<file path="src/hw/rtl/mbag_pkg.sv">
`timescale 1ns / 1ps

package mbag_pkg;

   localparam int DEPTH       = 16;
   localparam int VALUE_WIDTH = 32;
   localparam int ITEM_W      = 32;
   localparam int OPCODE_W    = 2;
   localparam int COUNT_W     = 5;
   localparam int IDX_W       = $clog2(DEPTH);
   localparam int QDEPTH      = 2;
   localparam int QPTR_W      = 1;
   localparam int QFILL_W     = 2;

   typedef enum logic [OPCODE_W-1:0] {
      OP_ADD    = 2'd0,
      OP_REMOVE = 2'd1,
      OP_COUNT  = 2'd2,
      OP_CLEAR  = 2'd3
   } op_type;

   typedef struct packed {
      op_type                 op;
      logic                   scan;
      logic [VALUE_WIDTH-1:0] value;
   } job_type;

   typedef enum logic [1:0] {
      BK_IDLE,
      BK_SCAN,
      BK_LAST,
      BK_DONE
   } bk_state_type;

endpackage

</file>
<file path="src/hw/rtl/mbag_front.sv">
`timescale 1ns / 1ps

module mbag_front
   import mbag_pkg::*;
(
   input  logic                clock,
   input  logic                reset,
   input  logic                start,
   output logic                busy,
   input  logic [OPCODE_W-1:0] req_opcode,
   input  logic [ITEM_W-1:0]   req_item_value,
   output job_type             head_job,
   output logic                q_empty,
   input  logic                q_pop
);

   job_type              q_ff [QDEPTH];
   logic [QPTR_W-1:0]    wr_ptr_ff;
   logic [QPTR_W-1:0]    wr_ptr_in;
   logic [QPTR_W-1:0]    rd_ptr_ff;
   logic [QPTR_W-1:0]    rd_ptr_in;
   logic [QFILL_W-1:0]   fill_ff;
   logic [QFILL_W-1:0]   fill_in;
   logic                 push;
   logic                 pop;
   job_type              new_job;

   always_comb begin
      new_job.op    = op_type'(req_opcode);
      new_job.scan  = (op_type'(req_opcode) != OP_CLEAR);
      new_job.value = req_item_value[VALUE_WIDTH-1:0];
   end

   assign busy     = (fill_ff == QFILL_W'(QDEPTH));
   assign q_empty  = (fill_ff == '0);
   assign push     = start && !busy;
   assign pop      = q_pop && !q_empty;
   assign head_job = q_ff[rd_ptr_ff];

   always_comb begin
      wr_ptr_in = push ? wr_ptr_ff + 1'b1 : wr_ptr_ff;
      rd_ptr_in = pop ? rd_ptr_ff + 1'b1 : rd_ptr_ff;
      fill_in   = fill_ff;
      if (push && !pop) begin
         fill_in = fill_ff + 1'b1;
      end else if (pop && !push) begin
         fill_in = fill_ff - 1'b1;
      end
   end

   always_ff @(posedge clock) begin
      if (reset) begin
         wr_ptr_ff <= '0;
         rd_ptr_ff <= '0;
         fill_ff   <= '0;
      end else begin
         wr_ptr_ff <= wr_ptr_in;
         rd_ptr_ff <= rd_ptr_in;
         fill_ff   <= fill_in;
      end
   end

   always_ff @(posedge clock) begin
      if (push) begin
         q_ff[wr_ptr_ff] <= new_job;
      end
   end

endmodule

</file>
<file path="src/hw/rtl/mbag_back.sv">
`timescale 1ns / 1ps

module mbag_back
   import mbag_pkg::*;
(
   input  logic               clock,
   input  logic               reset,
   input  job_type            head_job,
   input  logic               q_empty,
   output logic               q_pop,
   output logic               rsp_strobe,
   output logic               rsp_ok,
   output logic [COUNT_W-1:0] rsp_match_count,
   output logic [COUNT_W-1:0] rsp_size_now
);

   bk_state_type           state_ff;
   bk_state_type           state_in;

   logic [VALUE_WIDTH-1:0] mem_ff [DEPTH];
   logic [VALUE_WIDTH-1:0] rdata_ff;
   logic [IDX_W-1:0]       rd_idx_ff;
   logic [IDX_W-1:0]       cmp_idx_ff;
   logic                   cmp_vld_ff;

   job_type                job_ff;
   logic [COUNT_W-1:0]     match_cnt_ff;
   logic                   hit_found_ff;
   logic [IDX_W-1:0]       hit_idx_ff;
   logic                   free_found_ff;
   logic [IDX_W-1:0]       free_idx_ff;

   logic [DEPTH-1:0]       valid_ff;
   logic [DEPTH-1:0]       valid_in;
   logic [COUNT_W-1:0]     count_ff;
   logic [COUNT_W-1:0]     count_in;

   logic                   strobe_ff;
   logic                   ok_ff;
   logic                   ok_in;
   logic [COUNT_W-1:0]     match_ff;
   logic [COUNT_W-1:0]     match_in;
   logic [COUNT_W-1:0]     size_ff;

   logic                   pop;
   logic                   issue;
   logic                   finish;
   logic                   mem_we;
   logic                   hit;

   always_ff @(posedge clock) begin
      if (reset) begin
         state_ff <= BK_IDLE;
      end else begin
         state_ff <= state_in;
      end
   end

   always_comb begin
      state_in = state_ff;
      pop      = 1'b0;
      issue    = 1'b0;
      finish   = 1'b0;
      unique case (state_ff)
         BK_IDLE: begin
            if (!q_empty) begin
               pop      = 1'b1;
               state_in = head_job.scan ? BK_SCAN : BK_DONE;
            end
         end
         BK_SCAN: begin
            issue = 1'b1;
            if (rd_idx_ff == IDX_W'(DEPTH - 1)) begin
               state_in = BK_LAST;
            end
         end
         BK_LAST: begin
            state_in = BK_DONE;
         end
         BK_DONE: begin
            finish   = 1'b1;
            state_in = BK_IDLE;
         end
         default: begin
            state_in = BK_IDLE;
         end
      endcase
   end

   assign q_pop = pop;
   assign hit   = valid_ff[cmp_idx_ff] && (rdata_ff == job_ff.value);

   always_comb begin
      valid_in = valid_ff;
      count_in = count_ff;
      ok_in    = 1'b0;
      match_in = '0;
      mem_we   = 1'b0;
      if (finish) begin
         unique case (job_ff.op)
            OP_ADD: begin
               if (free_found_ff) begin
                  valid_in[free_idx_ff] = 1'b1;
                  count_in              = count_ff + 1'b1;
                  ok_in                 = 1'b1;
                  mem_we                = 1'b1;
               end
            end
            OP_REMOVE: begin
               if (hit_found_ff) begin
                  valid_in[hit_idx_ff] = 1'b0;
                  count_in             = count_ff - 1'b1;
                  ok_in                = 1'b1;
               end
            end
            OP_COUNT: begin
               match_in = match_cnt_ff;
               ok_in    = (match_cnt_ff != '0);
            end
            OP_CLEAR: begin
               valid_in = '0;
               count_in = '0;
               ok_in    = 1'b1;
            end
            default: begin
               ok_in = 1'b0;
            end
         endcase
      end
   end

   always_ff @(posedge clock) begin
      rdata_ff <= mem_ff[rd_idx_ff];
      if (mem_we) begin
         mem_ff[free_idx_ff] <= job_ff.value;
      end
   end

   always_ff @(posedge clock) begin
      if (reset) begin
         valid_ff   <= '0;
         count_ff   <= '0;
         strobe_ff  <= 1'b0;
         cmp_vld_ff <= 1'b0;
      end else begin
         valid_ff   <= valid_in;
         count_ff   <= count_in;
         strobe_ff  <= finish;
         cmp_vld_ff <= issue;
      end
   end

   always_ff @(posedge clock) begin
      cmp_idx_ff <= rd_idx_ff;
      if (pop) begin
         job_ff        <= head_job;
         rd_idx_ff     <= '0;
         match_cnt_ff  <= '0;
         hit_found_ff  <= 1'b0;
         hit_idx_ff    <= '0;
         free_found_ff <= 1'b0;
         free_idx_ff   <= '0;
      end else begin
         if (issue) begin
            rd_idx_ff <= rd_idx_ff + 1'b1;
         end
         if (cmp_vld_ff) begin
            if (hit) begin
               match_cnt_ff <= match_cnt_ff + 1'b1;
               if (!hit_found_ff) begin
                  hit_found_ff <= 1'b1;
                  hit_idx_ff   <= cmp_idx_ff;
               end
            end
            if (!valid_ff[cmp_idx_ff] && !free_found_ff) begin
               free_found_ff <= 1'b1;
               free_idx_ff   <= cmp_idx_ff;
            end
         end
      end
   end

   always_ff @(posedge clock) begin
      if (finish) begin
         ok_ff    <= ok_in;
         match_ff <= match_in;
         size_ff  <= count_in;
      end
   end

   assign rsp_strobe      = strobe_ff;
   assign rsp_ok          = ok_ff;
   assign rsp_match_count = match_ff;
   assign rsp_size_now    = size_ff;

endmodule

</file>
<file path="src/hw/rtl/multiset_bag_store.sv">
// The back end picks up each request from the queue; for add, remove and count it reads
//   the 16 slots one at a time through the single read port of the value memory, then
//   finishes and registers the result on rsp_strobe; clear skips the slot reads.
// It takes no new request before it is done with the last; the queue holds up to two.
// Reset (synchronous): empties the request queue, marks every slot empty, clears the size.
`timescale 1ns / 1ps

module multiset_bag_store
   import mbag_pkg::*;
(
   input  logic                clock,
   input  logic                reset,
   input  logic                start,
   output logic                busy,
   input  logic [OPCODE_W-1:0] req_opcode,
   input  logic [ITEM_W-1:0]   req_item_value,
   output logic                rsp_strobe,
   output logic                rsp_ok,
   output logic [COUNT_W-1:0]  rsp_match_count,
   output logic [COUNT_W-1:0]  rsp_size_now
);

   job_type head_job;
   logic    q_empty;
   logic    q_pop;

   mbag_front u_front (
      .clock          (clock),
      .reset          (reset),
      .start          (start),
      .busy           (busy),
      .req_opcode     (req_opcode),
      .req_item_value (req_item_value),
      .head_job       (head_job),
      .q_empty        (q_empty),
      .q_pop          (q_pop)
   );

   mbag_back u_back (
      .clock           (clock),
      .reset           (reset),
      .head_job        (head_job),
      .q_empty         (q_empty),
      .q_pop           (q_pop),
      .rsp_strobe      (rsp_strobe),
      .rsp_ok          (rsp_ok),
      .rsp_match_count (rsp_match_count),
      .rsp_size_now    (rsp_size_now)
   );

`ifndef SYNTHESIS
   a_pop_needs_item: assert property (@(posedge clock) disable iff (reset)
      q_pop |-> !q_empty)
      else $error("pop from empty request queue");

   a_pop_spaced: assert property (@(posedge clock) disable iff (reset)
      q_pop |=> !q_pop)
      else $error("back end took two requests in a row");

   a_strobe_spaced: assert property (@(posedge clock) disable iff (reset)
      rsp_strobe |=> !rsp_strobe)
      else $error("two results in consecutive cycles");

   a_size_bound: assert property (@(posedge clock) disable iff (reset)
      rsp_strobe |-> (rsp_size_now <= COUNT_W'(DEPTH)))
      else $error("size above store depth");

   a_match_ok: assert property (@(posedge clock) disable iff (reset)
      (rsp_strobe && (rsp_match_count != '0)) |-> rsp_ok)
      else $error("nonzero match count without ok");
`endif

endmodule

</file>
<file path="config.mk">
export PLATFORM = sky130hd
export DESIGN_NAME = multiset_bag_store
export DESIGN_NICKNAME = d
export VERILOG_FILES = /design/src/hw/rtl/mbag_pkg.sv /design/src/hw/rtl/mbag_front.sv /design/src/hw/rtl/mbag_back.sv /design/src/hw/rtl/multiset_bag_store.sv
export SDC_FILE = /design/constraint.sdc
export NUM_CORES = 1
export LEC_CHECK = 0
export ABC_AREA = 1
export BUFFER_PORTS_ARGS = -buffer_cell sky130_fd_sc_hd__buf_2
export CAP_MARGIN = 20
export CORE_ASPECT_RATIO = 0.6
export CORE_MARGIN = 3
export CORE_UTILIZATION = 60
export DETAILED_ROUTE_END_ITERATION = 16
export PLACE_DENSITY = 0.77
export SKIP_CTS_REPAIR_TIMING = 1
export SLEW_MARGIN = 10
export SYNTH_ARGS = -nofsm -noshare
export SYNTH_HDL_FRONTEND = slang
export SYNTH_SLANG_ARGS = --single-unit
export TNS_END_PERCENT = 30
</file>
<file path="constraint.sdc">
create_clock -name clock -period 7.6 [get_ports clock]
set_clock_uncertainty 0.15 [all_clocks]
set_input_delay 0.76 -clock clock [delete_from_list [all_inputs] [get_ports clock]]
set_output_delay 0.76 -clock clock [all_outputs]
set_load 0.05 [all_outputs]
</file>
After elaboration in Yosys (flattened, before gate mapping)
Memory sizes are Yosys's and may differ from the RTL's. A register that Yosys moved wholly into a read port is not among the register bits.
Index checks and enable logic that the tools add are counted.

operators by class
  bitwise operators = 4
  add/subtract/negate cells = 8
  equal/unequal tests = 14
  multiplexer cells = 34
  reductions and logical operators = 25
  order comparisons = 5

operators with widths
  cell                                                                number
  one-hot mux 16 bit (3 select lines)                                 1
  equality test 32 bit                                                1
  two-way mux 16 bit                                                  2
  two-way mux 1 bit                                                   17
  bitwise AND 16 bit                                                  1
  NOT 16 bit                                                          1
  OR 16 bit                                                           1
  less-than comparator 4 x 5 -> 1 bit (second input constant)         3
  two-way mux 5 bit                                                   3
  one-hot mux 5 bit (3 select lines)                                  1
  adder 5 x 1 -> 5 bit (second input constant)                        2
  equality test 2 bit (second input constant)                         5
  two-way mux 2 bit                                                   5
  demux 1 bit (select 4 bit)                                          2
  greater-or-equal comparator 4 x 1 -> 1 bit (second input constant)  2
  logical AND 1 bit                                                   8
  one-hot mux 2 bit (4 select lines)                                  1
  zero test 1 bit                                                     6
  zero test 2 bit                                                     3
  inequality test 2 x 1 -> 1 bit (second input constant)              3
  AND reduction 2 bit                                                 3
  nonzero test 5 bit                                                  1
  subtractor 5 x 1 -> 5 bit (second input constant)                   1
  adder 4 x 1 -> 4 bit (second input constant)                        1
  other kinds (13)                                                    16

storage, ports and cells
  bits in writable memories = 582
  memories kept = 2
  register bits = 97
  output and inout port bits = 13

memories
  name           words  bits a word  rd ports  clocked after memory_dff  wr ports  line              source
  u_back.mem_ff  16     32           1         1                         1         mbag_back.sv:20   logic [VALUE_WIDTH-1:0] mem_ff [DEPTH];
  u_front.q_ff   2      35           1         1                         1         mbag_front.sv:17  job_type q_ff [QDEPTH];

Logic depth before layout (Yosys ltp)
  depth after elaboration = 8
  mapped depth = 12
  mapped depth without buffers = 12

Modules after synthesis
Synthesis repeated with hierarchy kept, for this count alone.

second synthesis, totals
  cell total of the unflattened synthesis = 2229
  area, all modules = 28499.8 µm²

by module, submodules not included
  module      times used  seq. area each (µm²)  area an instance (µm²)  cells each
  mbag_back   1           18327.6               25565.8                 2082
  mbag_front  1           2202.1                2934.1                  147

Least setup slack after synthesis
No wires, ideal clock.

  kind = flip-flop to flip-flop
  start = reg u_back.state_ff[0]
  end = mem u_back.mem_ff[4][0], enable pin
  path slack = 3.482 ns
  library setup time = 0.461 ns
  arrival time = 3.507 ns
  stages on the path, launching flop included = 5
  cells stage by stage = dfxtp_1 ha_1 nand3_1 clkbuf_1 nor3_1

on the way
  word-level cells in the longest chain between the ends = 5

ends and longest elaborated chain
  item                                     line              source
  start: declaration                       mbag_back.sv:17   bk_state_type state_ff;
  start signal: assignment                 mbag_back.sv:55   state_ff <= state_in;
  equality test 2 bit                      mbag_back.sv:64   unique case (state_ff)
  two-way mux 1 bit                        mbag_back.sv:64
  net u_back.finish                        mbag_back.sv:47   logic finish;
  two-way mux 1 bit                        mbag_back.sv:99   if (finish) begin
  two-way mux 1 bit                        mbag_back.sv:134  if (mem_we) begin
  two-way mux 1 bit (implied by the code)  mbag_back.sv:135  mem_ff[free_idx_ff] <= job_ff.value;
  end: declaration                         mbag_back.sv:20

The timed path passes the listed nets, and every way through them passes these cells.

Worst setup path in the final report
  start = reg u_back.state_ff[0]
  end = mem u_back.mem_ff[9][10], enable pin

The elaborated chain is that of the path after synthesis.

==> flow_summary_export.csv <==
group,metric,value,unit
setup_path,crit_arrival,4.18,ns
timing,maxSlewViolCount,0,
setup_path,worstSetupStartpointType,"register",
route,wl_per_cell,21.9,microns
cells_and_area,syn_to_final_growth,9.73,%
cells_and_area,drive_gt1_share,8.36,%
clocking,root_buffer,"clkbuf_16",
yosys,syn_area_per_cell,12.3,sq um
place,place_hpwl,36.4,mm
setup_path,path_class,"register to register",
die,io_pins,50,
yosys,ys_top_cells_by_area,"edfxtp_1 (67%), dfxtp_1 (6.0%), nand2_1 (5.2%)",
cells_and_area,stdcell_area,0.0310,sq mm
place,dpl-instance-area,0.0290,sq mm
die,die_y,174,microns
clocking,path_clk_slew,0.07,ns
yosys,yosysTopAreaCell,"edfxtp_1",
clocking,cts_tree,"built",
yosys,ys_types,35,
grt,grt_max_degree,261,
job,drv_cap,0,
cells_and_area,insertedDiodeCount,0,
setup_path,critPathMaxFanout,21,
clocking,htree_levels,2,
setup_path,crit_required,7.68,ns
timing,setup_viol,0,
yosys,ys_seq_area_share,72.6,%
timing,slew_headroom,9.11,%
clocking,clk_latency,0.61,ns
route,num_vias,18100,
place,io_buffer_count,49,
timing,worst_pin_slew,1.36,ns
grt,grt_pass1_wl,99.5,mm
yosys,synth_top_area_share,66.6,%
yosys,synth_nets,2338,
grt,antenna_found_initial,3,
route,drt_first_iter_violations,2270,
setup_path,end_kind,"register",
route,drcViolationCount,0,
route,routed_wirelength,65.5,mm
hold_path,min_path_type,"input pin to register",
place,preCtsSetupSlack,3.61,ns
timing,clock.fmax,244,MHz
yosys,synth_seq_cells,712,
route,first_pass_iters,5,
die,die-area,0.0498,sq mm
timing,fin_ws,3.50,ns
clocking,cts.sinks,712,
place,place.gp.congestion,0.883,
timing,fin_crit_sh,53.9,%
cells_and_area,final_nets,2366,
die,num_rows,60,
grt,grt-ovfl-total,0,
route,vias_per_cell,6.06,
route,ant_nets,0,
die,core_area,0.0456,sq mm
grt,grt_pass1_vias,17400,
power,leakage,10.7,nW
yosys,ys_warn_count,0,
cells_and_area,mostFrequentLayoutCells,"edfxtp_1 (627), nand2_1 (390), nor2_1 (368)",
die,start_util,61.9,%
die,fp.dieW,286,microns
cells_and_area,final_common_cell,"edfxtp_1",
yosys,netlist_area,0.0283,sq mm
status,outcome,"complete, no violations",
clocking,cts_made_buffers,59,
power,power,10.8,mW
grt,grt_use_total,26.0,%
yosys,syn_inst,2290,
timing,finalHoldViolations,0,
timing,rsz0062_at_grt,"no",
clocking,clockBufferDepth,3,
timing,setup-tns-final,0,ns
power,vdd_drop_max,0.331,mV
power,powerDensity,349,mW/mm^2
timing,fin_crit,4.10,ns
## Yosys cell counts, drive strengths merged
cell    number
or2          1
o221ai      55
inv        132
clkinv       4
o21ai      161
xnor2        1
nand4       14
o21bai       1
o211ai      10
buf         49
a211oi       2
a31oi       10
dfxtp       85
mux2i       54
edfxtp     627
a311oi       1
nor3        38
xor2         3
nor2       374
clkbuf      66
ha          11
o21a         1
nand2      390
o32ai       74
nand3       79
a21oi       47
## cell type report
class | instances | area (sq um)
Clock buffer | 81 | 1620
Sequential cell | 712 | 20500
Inverter | 136 | 518
Multi-Input combinational cell | 1327 | 6730
Timing Repair Buffer | 82 | 571
Tap cell | 620 | 776
Fill cell | 3133 | 14600
Clock inverter | 30 | 270
## final timing paths
kind	from	endpoint	slack, ns	cells after the start
max	u_back.state_ff[0]	u_back.mem_ff[9][10]	3.50	4
min	req_item_value[4]	u_front.q_ff[1][4]	0.18	1
max reg2reg	u_back.state_ff[0]	u_back.mem_ff[9][10]	3.50	4
min reg2reg	u_back.rd_idx_ff[3]	u_back.cmp_idx_ff[3]	0.25	0
## report_power, final
part / switching [mW] / internal [mW]
logic: 1.70 / 0.707
registers: 0.516 / 4.93
clock network: 1.34 / 1.63
## critical path, stage by stage, from the launching register on
cell	delay (ns)
dfxtp_1	0.38
ha_1	0.65
nand3_1	0.86
nor3_2	1.10
buf_4	0.57
## metrics by stage
step	util [%]	std cells	hold slack, ns
2_1_floorplan	-	2290	0.200
3_3_place_gp	63.6	2873	0.234
3_5_place_dp	63.6	2873	0.238
4_1_cts	67.8	2984	0.151
5_1_grt	68.0	2988	0.158
6_report	68.0	2988	0.181
## registers in the layout, indices dropped and copies added, names as in the netlist, 2 cells and up, named ones only
| name | cells |
|---|---|
| u_back.rdata_ff | 32 |
| u_back.match_cnt_ff | 5 |
| u_back.mem_ff | 512 |
| u_back.rd_idx_ff | 4 |
| u_back.rsp_size_now | 5 |
| u_back.job_ff | 34 |
| u_back.valid_ff | 16 |
| u_back.cmp_idx_ff | 4 |
| u_back.count_ff | 5 |
| u_back.free_idx_ff | 4 |
| u_back.rsp_match_count | 5 |
| u_front.q_ff | 70 |
| u_back.hit_idx_ff | 4 |
| u_back.state_ff | 2 |
| u_front.fill_ff | 2 |
## kinds of logic (layout without fill, tap and decap cells)
group,Yosys count,count (layout),share of synthesized area [%]
AOI/OAI and AO/OA,362,362,8.30
muxes,54,54,1.91
buffers and inverters,251,329,3.94
and+or+nand+nor,896,896,12.6
xor gates and xnor gates,4,4,0.124
DFF,712,712,72.6
adders and majority gates,11,11,0.487
## metal layers
| metal | vias to the layer above | share of wire (%) | global-route usage (%) |
|---|---|---|---|
| li1 | 8257 | - | - |
| met1 | 8740 | 42 | 38.7 |
| met2 | 979 | 44 | 38.6 |
| met3 | 117 | 12 | 6.80 |
| met4 | 4 | 2.0 | 6.35 |
| met5 | - | 0.035 | 0 |
Power figures use the tool's default switching activity.
